==> src/design/msw_pkg.sv <==
`timescale 1ns / 1ps

package msw_pkg;

  // Matrix and window limits
  localparam int ROW_W     = 10;
  localparam int COL_W     = 10;
  localparam int MAX_ROWS  = 1 << ROW_W;
  localparam int MAX_COLS  = 1 << COL_W;
  localparam int MAX_WIN_H = 4;
  localparam int MAX_WIN_W = 4;

  // Field and register widths
  localparam int ELEM_W     = 16;
  localparam int SUM_W      = 20;
  localparam int CSUM_W     = ELEM_W + $clog2(MAX_WIN_H);
  localparam int CFG_W      = 11;
  localparam int WIN_CFG_W  = 3;
  localparam int CFG_IDX_W  = 3;
  localparam int HIDX_W     = (MAX_WIN_H > 1) ? $clog2(MAX_WIN_H) : 1;
  localparam int WIDX_W     = (MAX_WIN_W > 1) ? $clog2(MAX_WIN_W) : 1;

  // Configuration register indexes
  typedef enum logic [CFG_IDX_W-1:0] {
    REG_MATRIX_ROWS   = 3'd0,
    REG_MATRIX_COLS   = 3'd1,
    REG_WINDOW_HEIGHT = 3'd2,
    REG_WINDOW_WIDTH  = 3'd3
  } reg_idx_t;

  // One window column, top row first
  typedef logic [MAX_WIN_H-1:0][ELEM_W-1:0] col_t;

  // Whole window, indexed [row][column]
  typedef logic [MAX_WIN_H-1:0][MAX_WIN_W-1:0][ELEM_W-1:0] win_t;

  // Result snapshot handed to the output sequencer
  typedef struct packed {
    logic                    found;
    logic signed [SUM_W-1:0] total;
    logic [ROW_W-1:0]        row;
    logic [COL_W-1:0]        col;
    win_t                    elems;
  } snap_t;

endpackage

==> src/design/msw_col_cell.sv <==
`timescale 1ns / 1ps

module msw_col_cell
  import msw_pkg::*;
(
  input  logic                     clk,
  input  logic                     shift,
  input  col_t                     col_in,
  input  logic signed [CSUM_W-1:0] csum_in,
  input  logic                     in_window,
  input  logic signed [SUM_W-1:0]  acc_in,
  output col_t                     col,
  output logic signed [CSUM_W-1:0] csum,
  output logic signed [SUM_W-1:0]  acc_out
);

  // Take the column from the neighbor on each shift
  always_ff @(posedge clk) begin
    if (shift) begin
      col  <= col_in;
      csum <= csum_in;
    end
  end

  // Add this column's sum to the window total when it lies inside the window
  assign acc_out = in_window ? acc_in + SUM_W'(csum) : acc_in;

endmodule

==> config.mk <==
export PLATFORM = sky130hd
export DESIGN_NAME = msw_col_cell
export DESIGN_NICKNAME = d
export VERILOG_FILES = /design/src/design/msw_pkg.sv /design/src/design/msw_col_cell.sv
export SDC_FILE = /design/constraint.sdc
export NUM_CORES = 1
export LEC_CHECK = 0
export BUFFER_PORTS_ARGS = -buffer_cell sky130_fd_sc_hd__buf_4
export CORE_ASPECT_RATIO = 1.1
export CORE_MARGIN = 1.5
export CORE_UTILIZATION = 25
export CTS_CLUSTER_SIZE = 20
export DETAILED_ROUTE_END_ITERATION = 6
export PLACE_DENSITY = 0.62
export SYNTH_ARGS = -nofsm -noshare
export SYNTH_HDL_FRONTEND = slang
export SYNTH_SLANG_ARGS = --single-unit
export TNS_END_PERCENT = 5
==> constraint.sdc <==
create_clock -name clk -period 2 [get_ports clk]
set_input_delay 0 -clock clk [delete_from_list [all_inputs] [get_ports clk]]
set_output_delay 0 -clock clk [all_outputs]
set_load 0.02 [all_outputs]
==> flow_metrics.tcl <==
set metrics [dict create \
    status "complete, but fails checks" \
    violations "setup timing" \
    syn-num-nets 398 \
    gp_congestion 0.776 \
    die_x_um 121 \
    port_buffers 206 \
    dieArea_sq_mm 0.0160 \
    finalNetCount 754 \
    netlist_instances 273 \
    synth.avg_cell_area_sq_um 14.0 \
    syn2layout_area_growth_pct 93.8 \
    htree_levels 3 \
    fp.dieH_um 133 \
    synth_edf_count 82 \
    drv_cap 0 \
    mostFrequentLayoutCell "buf_4" \
    fin_crit_ns 2.70 \
    synth.cell_area_sq_mm 0.00381 \
    ir_drop_v 0.000797 \
    ioPinCount 207 \
    hold_depth 1 \
    cts_tree "yes" \
    yosysTopAreaCell "edfxtp_1" \
    wl_per_cell_um 15.8 \
    antenna_cells 0 \
    dpl_worst_slack_ns -0.362 \
    layout_setup_ws_ns -0.697 \
    yosysUniqueCellTypes 49 \
    synth_warnings 0 \
    worst-path-max-fanout 4 \
    grt_antenna_before_repair 0 \
    cts_buffer_depth 2 \
    initial_core_util_pct 25.4 \
    p_leak_uw 0.00321 \
    pwr_density_cell_mw_per_mm2 752 \
    final_hold_viol_count 0 \
    switching_power_uw 1530 \
    switching_share_pct 27.5 \
    power_frac_clock_pct 31.2 \
    setup_violations 16 \
    period_share_pct 135 \
    internal_power_uw 4030 \
    fillers 1290 \
    core.rowCount 47 \
    track_usage_pct 16.1 \
    ant_nets 0 \
    grt_pass1_wl_um 20000 \
    cts_inserted_buffers 9 \
    cts_setup_buffers 0 \
    cp-end-kind "output pin" \
    pwr-share-comb_pct 31.0 \
    drive_gt1_share_pct 51.0 \
    worstMarginPinSlew_ns 0.423 \
    vias 3696 \
    instances_no_fill 829 \
    critical_path.startpoint_type "flip-flop" \
    fin_setup_tns_ns -7.36 \
    overflow 0 \
    fmax_mhz 371 \
    synth_ff_type "edfxtp_1" \
    drtIter0Drc 85 \
    dp.cells 732 \
    grt_pass1_vias 4050 \
    report.final.slew_viol_count 0 \
    relSlewSlack_pct 71.6 \
    synth-seq-area-share_pct 64.6 \
    startpoint "csum[0]$_DFFE_PP_" \
    clock-sinks 82 \
    synth.top_cell.area_share_pct 64.6 \
    synth_seq_cells 82 \
    grt_start_max_net_pins 52 \
    yosys-top-cells-area "edfxtp_1 65%, ha_1 6.2%, mux2_2 3.0%, a21oi_1 2.2%, nand2_1 2.0%" \
    routed_via_density 4.46 \
    hpwlAfterDp_um 9080 \
    core_sq_mm 0.0150 \
    p_total_uw 5550 \
    seqPwrFrac_pct 37.8 \
    clkTransAtPathRegs_ns 0.06 \
    postLayoutCellArea_sq_mm 0.00739 \
    crit_type "flip-flop to output pin" \
    async_reset_ff_share_pct 0 \
    cp-endpoint "acc_out[12]" \
    drc 0 \
    grt_setup_unrepaired "true" \
    totalWireLength_um 13100 \
    placed_area_sq_mm 0.00609 \
    final_cell_mix "265 x buf_4, 82 x edfxtp_1, 82 x dlygate4sd3_1, 20 x nand2_1, 16 x nor2_1" \
    cts_root_buf "clkbuf_16" \
    drt-pass1-iter-count 4 \
    required_ns 2.00 \
    hold_path.class "input pin to flip-flop" \
    worstPathArrival_ns 2.70 \
]
==> synthesized netlist by cell type, types with 3 or more instances <==
cell type,count
xor2_1,4
o21a_1,5
nand2_1,20
a21oi_1,17
or3_1,3
a211oi_1,3
clkbuf_1,8
nor2_1,16
and2_1,4
o21ai_0,9
nand3_1,9
o311ai_1,3
mux2_2,10
nor3_1,3
a211o_1,3
ha_1,19
xnor2_1,6
inv_1,4
edfxtp_1,82
a21o_1,9
nand4_1,3
==> worst min path at each step <==
| stage | start | end | slack, ns |
|---|---|---|---|
| after floorplan | col_in[0] | col[0]$_DFFE_PP_ | 0.1 |
| after global placement | col_in[43] | col[43]$_DFFE_PP_ | 0.18 |
| after detailed placement | col_in[59] | col[59]$_DFFE_PP_ | 0.18 |
| after CTS | shift | col[17]$_DFFE_PP_ | 0.13 |
| after global routing | shift | col[29]$_DFFE_PP_ | 0.14 |
| final | shift | col[60]$_DFFE_PP_ | 0.13 |
==> critical path: stages (launching register included) <==
cell	delay (ns)
edfxtp_1	0.39
ha_2	0.20
inv_2	0.05
fa_2	0.22
nor2b_4	0.05
o31a_1	0.30
o41a_1	0.38
a221oi_2	0.25
xnor2_1	0.11
mux2_4	0.27
buf_6	0.13
==> power by group through the flow <==
stage	Sequential [uW]	Combinational (uW)	Clock, uW
2_1_floorplan	2300	523	0
3_3_place_gp	2130	1490	0
3_5_place_dp	2130	1510	0
4_1_cts	2100	1690	1780
5_1_grt	2110	1840	1820
6_report	2100	1720	1730
==> state kept, by name, summed over array words and instances, names as in the netlist <==
| register | count |
|---|---|
| col | 64 |
| csum | 18 |
==> kinds of logic after synthesis <==
group / synth area share [%]
flops: 64.6
compound gates: 12.6
simple gates: 8.60
fa+ha+maj: 6.76
buf+inv: 1.28
mux: 3.87
xor+xnor: 2.30
==> repair_timing <==
action                                  4_1_cts  5_1_grt
pin swaps                                     3        2
endpoints found under the hold margin        82        0
hold buffers                                 82        0
resized for setup                            16       13
endpoints found under the setup margin       17       18
==> cell type report <==
cell class | count | area, sq um | share of cell area (%)
repair buffers | 353 | 2890 | 39.1
flip-flops and latches | 82 | 2460 | 33.3
multi-input cells | 178 | 1470 | 19.9
well taps | 196 | 245 | 3.32
clock buffers | 9 | 225 | 3.05
clock inverters | 6 | 82.6 | 1.12
inverters | 5 | 18.8 | 0.254
==> layer usage <==
layer / wire length [um] / vias to the layer above / track usage, % / part of all wire (%)
li1: - / 1775 / - / -
met1: 4640 / 1757 / 15.5 / 35
met2: 7220 / 135 / 31.3 / 55
met3: 869 / 29 / 4.83 / 6.6
met4: 398 / 0 / 6.67 / 3.0
met5: 0 / - / 0 / 0
==> stage by stage <==
stage / hold slack, ns / utilization [%]
detailed placement: 0.179 / 40.6
floorplan: 0.0989 / -
global placement: 0.178 / 40.6
global route: 0.144 / 49.3
finish: 0.135 / 49.3
CTS: 0.134 / 48.7
Note: power is estimated with default switching activity, not from simulation.
