<file path="src/design/msw_pkg.sv">
`timescale 1ns / 1ps

package msw_pkg;

  // Matrix and window limits
  localparam int ROW_W     = 10;
  localparam int COL_W     = 10;
  localparam int MAX_ROWS  = 1 << ROW_W;
  localparam int MAX_COLS  = 1 << COL_W;
  localparam int MAX_WIN_H = 4;
  localparam int MAX_WIN_W = 4;

  // Field and register widths
  localparam int ELEM_W     = 16;
  localparam int SUM_W      = 20;
  localparam int CSUM_W     = ELEM_W + $clog2(MAX_WIN_H);
  localparam int CFG_W      = 11;
  localparam int WIN_CFG_W  = 3;
  localparam int CFG_IDX_W  = 3;
  localparam int HIDX_W     = (MAX_WIN_H > 1) ? $clog2(MAX_WIN_H) : 1;
  localparam int WIDX_W     = (MAX_WIN_W > 1) ? $clog2(MAX_WIN_W) : 1;

  // Configuration register indexes
  typedef enum logic [CFG_IDX_W-1:0] {
    REG_MATRIX_ROWS   = 3'd0,
    REG_MATRIX_COLS   = 3'd1,
    REG_WINDOW_HEIGHT = 3'd2,
    REG_WINDOW_WIDTH  = 3'd3
  } reg_idx_t;

  // One window column, top row first
  typedef logic [MAX_WIN_H-1:0][ELEM_W-1:0] col_t;

  // Whole window, indexed [row][column]
  typedef logic [MAX_WIN_H-1:0][MAX_WIN_W-1:0][ELEM_W-1:0] win_t;

  // Result snapshot handed to the output sequencer
  typedef struct packed {
    logic                    found;
    logic signed [SUM_W-1:0] total;
    logic [ROW_W-1:0]        row;
    logic [COL_W-1:0]        col;
    win_t                    elems;
  } snap_t;

endpackage

</file>
<file path="src/design/msw_emitter.sv">
`timescale 1ns / 1ps

module msw_emitter
  import msw_pkg::*;
(
  input  logic                     clk,
  input  logic                     rst,
  input  logic                     load,
  input  snap_t                    snap,
  input  logic [HIDX_W-1:0]        p_last,
  input  logic [WIDX_W-1:0]        q_last,
  output logic                     can_load,
  output logic                     out_valid,
  input  logic                     out_ready,
  output logic signed [ELEM_W-1:0] window_element,
  output logic signed [SUM_W-1:0]  best_sum,
  output logic [ROW_W-1:0]         best_row,
  output logic [COL_W-1:0]         best_col,
  output logic                     found,
  output logic                     last
);

  snap_t             hold;
  logic [HIDX_W-1:0] a_cnt;
  logic [WIDX_W-1:0] b_cnt;
  logic              at_end;

  assign at_end   = !hold.found || (a_cnt == p_last && b_cnt == q_last);
  assign can_load = !out_valid || (out_ready && at_end);

  // Walk the held window row-major, one transaction per element
  always_ff @(posedge clk) begin
    if (rst) begin
      out_valid <= 1'b0;
      a_cnt     <= '0;
      b_cnt     <= '0;
    end else if (load) begin
      out_valid <= 1'b1;
      a_cnt     <= '0;
      b_cnt     <= '0;
    end else if (out_valid && out_ready) begin
      if (at_end) begin
        out_valid <= 1'b0;
      end else if (b_cnt == q_last) begin
        b_cnt <= '0;
        a_cnt <= a_cnt + 1'b1;
      end else begin
        b_cnt <= b_cnt + 1'b1;
      end
    end
  end

  // Hold the snapshot for the whole run of results
  always_ff @(posedge clk) begin
    if (load) begin
      hold <= snap;
    end
  end

  assign window_element = hold.found ? $signed(hold.elems[a_cnt][b_cnt]) : '0;
  assign best_sum       = hold.found ? hold.total : '0;
  assign best_row       = hold.found ? hold.row : '0;
  assign best_col       = hold.found ? hold.col : '0;
  assign found          = hold.found;
  assign last           = at_end;

endmodule

</file>
<file path="config.mk">
export PLATFORM = sky130hd
export DESIGN_NAME = msw_emitter
export DESIGN_NICKNAME = d
export VERILOG_FILES = /design/src/design/msw_pkg.sv /design/src/design/msw_emitter.sv
export SDC_FILE = /design/constraint.sdc
export NUM_CORES = 1
export LEC_CHECK = 0
export CORE_ASPECT_RATIO = 1.4
export CORE_MARGIN = 5
export CORE_UTILIZATION = 50
export DETAILED_ROUTE_END_ITERATION = 7
export DONT_BUFFER_PORTS = 1
export PLACE_DENSITY_LB_ADDON = 0.1
export RECOVER_POWER = 100
export SLEW_MARGIN = 30
export SYNTH_ARGS = -nofsm -noshare
export SYNTH_HDL_FRONTEND = slang
export SYNTH_SLANG_ARGS = --single-unit
export TNS_END_PERCENT = 100
</file>
<file path="constraint.sdc">
create_clock -name clk -period 4.8 [get_ports clk]
set_input_delay 0.72 -clock clk [delete_from_list [all_inputs] [get_ports clk]]
set_output_delay 0.72 -clock clk [all_outputs]
set_load 0.01 [all_outputs]
</file>
==> results.py <==
metrics = {
    "timing": {
        "finalHoldViolCount": 0,
        "fin_crit_ns": 3.92,
        "finalCritPeriodShare_pct": 81.7,
        "rsz0062_at_grt": "no",
        "max_slew_margin_pct": 19.4,
        "setup_tns_ns": 0,
        "slew_violations": 0,
        "worstMarginPinSlew_ns": 1.21,
        "setup_violations": 0,
        "clock.fmax_ghz": 0.255,
        "finalClockSkew_ns": 0.000912,
    },
    "drt": {
        "top_layer": "met5",
        "via_per_inst": 5.90,
        "postRouteAntennaNets": 0,
        "dr_wl_met2_um": 13500,
        "wl_per_cell_um": 28.3,
        "wl_met1_um": 8960,
        "drt_iter0_drc": 490,
        "dr_wl_met3_um": 2980,
        "drtPass1Iterations": 6,
        "drt_wl_total_um": 26200,
        "num_vias": 5454,
        "drcViolationCount": 0,
    },
    "global_routing": {
        "grt_pass1_vias": 5866,
        "grt_util_all_layers_pct": 19.2,
        "grt_pass1_wl_um": 37700,
        "gr-total-overflow": 0,
        "antenna_found_initial": 7,
        "grt_max_degree": 302,
    },
    "critical_path": {
        "cpPeakStageDelay_ns": 1.03,
        "reg2regPathDepth": 4,
        "crit_slowest_cell": "and2_0",
        "r2r_end": "out_valid",
        "criticalPathCategory": "flip-flop to output port",
        "cp-start-kind": "flip-flop",
        "cp_cell_sequence": "and2_0 > a22oi_1 > nand2_1 > o21ai_0",
        "worstPathArrival_ns": 3.20,
        "required_ns": 4.08,
        "timing.rr.start": "a_cnt[0]",
        "reg2reg_setup_slack_ns": 2.24,
        "crit_path_end_kind": "output port",
        "critical_path.max_fanout": 40,
    },
    "yosys": {
        "avgSynthCellArea_um2": 19.7,
        "synth_top_area_cell": "edfxtp_1",
        "yosysMostFrequentCell": "edfxtp_1",
        "synth-seq-cells": 302,
        "ys_types": 34,
        "syn_inst": 588,
        "ys_seq_area_share_pct": 77.7,
        "netlist_top_cells_count": "edfxtp_1 (297), mux2i_1 (66), a22oi_1 (47)",
        "syn_nets": 893,
        "synthesis.area_mm2": 0.0116,
        "synth_area_leaders": "edfxtp_1 (77%), mux4_2 (6.2%), mux2i_1 (5.7%), a22oi_1 (3.0%), and2_1 (2.3%)",
        "synth_flop_cell": "edfxtp_1",
        "yosys_warnings": 0,
        "synth_top_area_share_pct": 76.9,
        "async_flop_share_pct": 0,
        "synth-edff-count": 297,
    },
    "clocking": {
        "tritoncts": "done",
        "htreeDepth": 1,
        "postCtsSetupRepairBufs": 0,
        "cts_root_buffer": "clkbuf_16",
        "clk_pin_slew_worst_paths_ns": 0.06,
        "ctsHoldBuffers": 0,
        "cts_sinks": 302,
        "insertion_delay_ns": 0.53,
        "post_cts_resized": 0,
        "cts_buffer_depth": 3,
        "cts_buffers": 29,
    },
    "min_path": {
        "hp-class": "input pin to flip-flop",
        "hold_path_end": "out_valid",
        "holdCritStartpoint": "rst",
        "worstHoldPathCells": 1,
    },
    "pwr": {
        "p_int_mw": 4.57,
        "p_clk_share_pct": 40.4,
        "p_sw_share_pct": 18.9,
        "pwr-share-seq_pct": 56.5,
        "power.total_mw": 5.64,
        "ir_drop_uv": 333,
        "power.switching_mw": 1.06,
        "combPwrFrac_pct": 3.1,
        "p_leak_nw": 4.07,
        "pwr_density_cell_mw_per_mm2": 440,
    },
    "job": {
        "max_cap_viol_count": 0,
    },
    "floorplanning": {
        "ios": 365,
        "start_util_pct": 50.4,
        "dieArea_mm2": 0.0264,
        "die_h_um": 190,
        "core_mm2": 0.0230,
        "fp.dieW_um": 139,
        "core.rowCount": 66,
    },
    "place": {
        "io_buffers": 0,
        "hpwl_um": 18400,
        "gp_congestion": 0.810,
    },
    "final_layout": {
        "syn2layout_area_growth_pct": 10.3,
        "drive_above_1_share_pct": 13.7,
        "nets": 898,
    },
    "run_status": {
        "outcome": "completed",
    },
}
-- worst max-delay path, delay by kind of cell, from the launching register on --
kind               cells  cell delay, ns
and+or+nand+nor        2            1.20
AOI/OAI and AO/OA      2            0.45
DFF                    1            1.00
-- routing by layer --
metal	up-vias	GRT usage [%]
met5	-	0
met3	50	7.95
met4	4	5.69
met1	2686	22.2
li1	2381	-
met2	333	33.0
-- power by group through the flow --
| stage | Clock (mW) | Combinational [mW] | Sequential (mW) |
|---|---|---|---|
| final | 2.28 | 0.174 | 3.18 |
| after global routing | 2.45 | 0.190 | 3.20 |
| after CTS | 2.34 | 0.180 | 3.19 |
| after detailed placement | 0 | 0.179 | 3.24 |
| after global placement | 0 | 0.178 | 3.23 |
| after floorplan | 0 | 0.143 | 3.21 |
-- state kept, by name, summed over array words and instances, names as in the netlist --
| name | cells |
|---|---|
| found | 1 |
| b_cnt | 2 |
| hold | 296 |
| a_cnt | 2 |
| out_valid | 1 |
-- area by class of cell --
type / count / area, µm²
Tap cell: 306 / 383
Antenna cell: 5 / 12.5
Clock buffer: 34 / 744
Sequential cell: 302 / 9020
Timing Repair Buffer: 5 / 50.0
Clock inverter: 18 / 213
Fill cell: 1763 / 10200
Inverter: 2 / 7.51
Multi-Input combinational cell: 253 / 2370
-- placed cells by master, fill, tap and decap left out, types with 2 or more instances in the layout --
cell type / n
a22oi_1: 47
nand2_1: 21
clkbuf_1: 5
bufinv_16: 5
edfxtp_1: 297
nor2_1: 3
xnor2_1: 2
a31o_2: 2
o21ai_0: 13
mux2i_1: 66
inv_1: 2
nor2_2: 2
clkinv_1: 7
diode_2: 5
xor2_1: 4
buf_4: 4
clkbuf_16: 29
dfxtp_1: 3
mux4_2: 32
and2_0: 41
o21ai_1: 2
clkinv_2: 4
-- cells by family (layout without fill, tap and decap cells) --
kind of cell	Yosys count	after routing	synth area share, %
AO/OA/AOI/OAI	73	73	4.53
AND/OR/NAND/NOR	76	76	3.58
multiplexers	98	98	11.9
XOR/XNOR	6	6	0.453
flip-flops	302	302	77.7
other	0	5	0
buffers and inverters	33	59	1.82
-- how the worst max path moves through the flow --
stage               slack, ns                 to  startpoint
floorplan                2.47           can_load   q_last[1]
global placement         1.66  window_element[6]    a_cnt[0]
detailed placement       1.63  window_element[6]    a_cnt[0]
CTS                      1.05  window_element[6]    a_cnt[0]
global route             0.60  window_element[1]    b_cnt[0]
finish                   0.88  window_element[4]    b_cnt[0]
-- through the flow --
| stage | hold slack [ns] | utilization [%] | setup slack [ns] | area, µm² | instances |
|---|---|---|---|---|---|
| after floorplan | 0.532 | - | 2.47 | 11600 | 588 |
| after global routing | 0.222 | 55.6 | 0.600 | 12800 | 925 |
| final | 0.259 | 55.6 | 0.877 | 12800 | 925 |
| after global placement | 0.596 | 51.4 | 1.66 | 11800 | 868 |
| after detailed placement | 0.608 | 51.4 | 1.63 | 11800 | 868 |
| after CTS | 0.224 | 55.6 | 1.05 | 12800 | 920 |
Note: power is estimated with default switching activity, not from simulation.
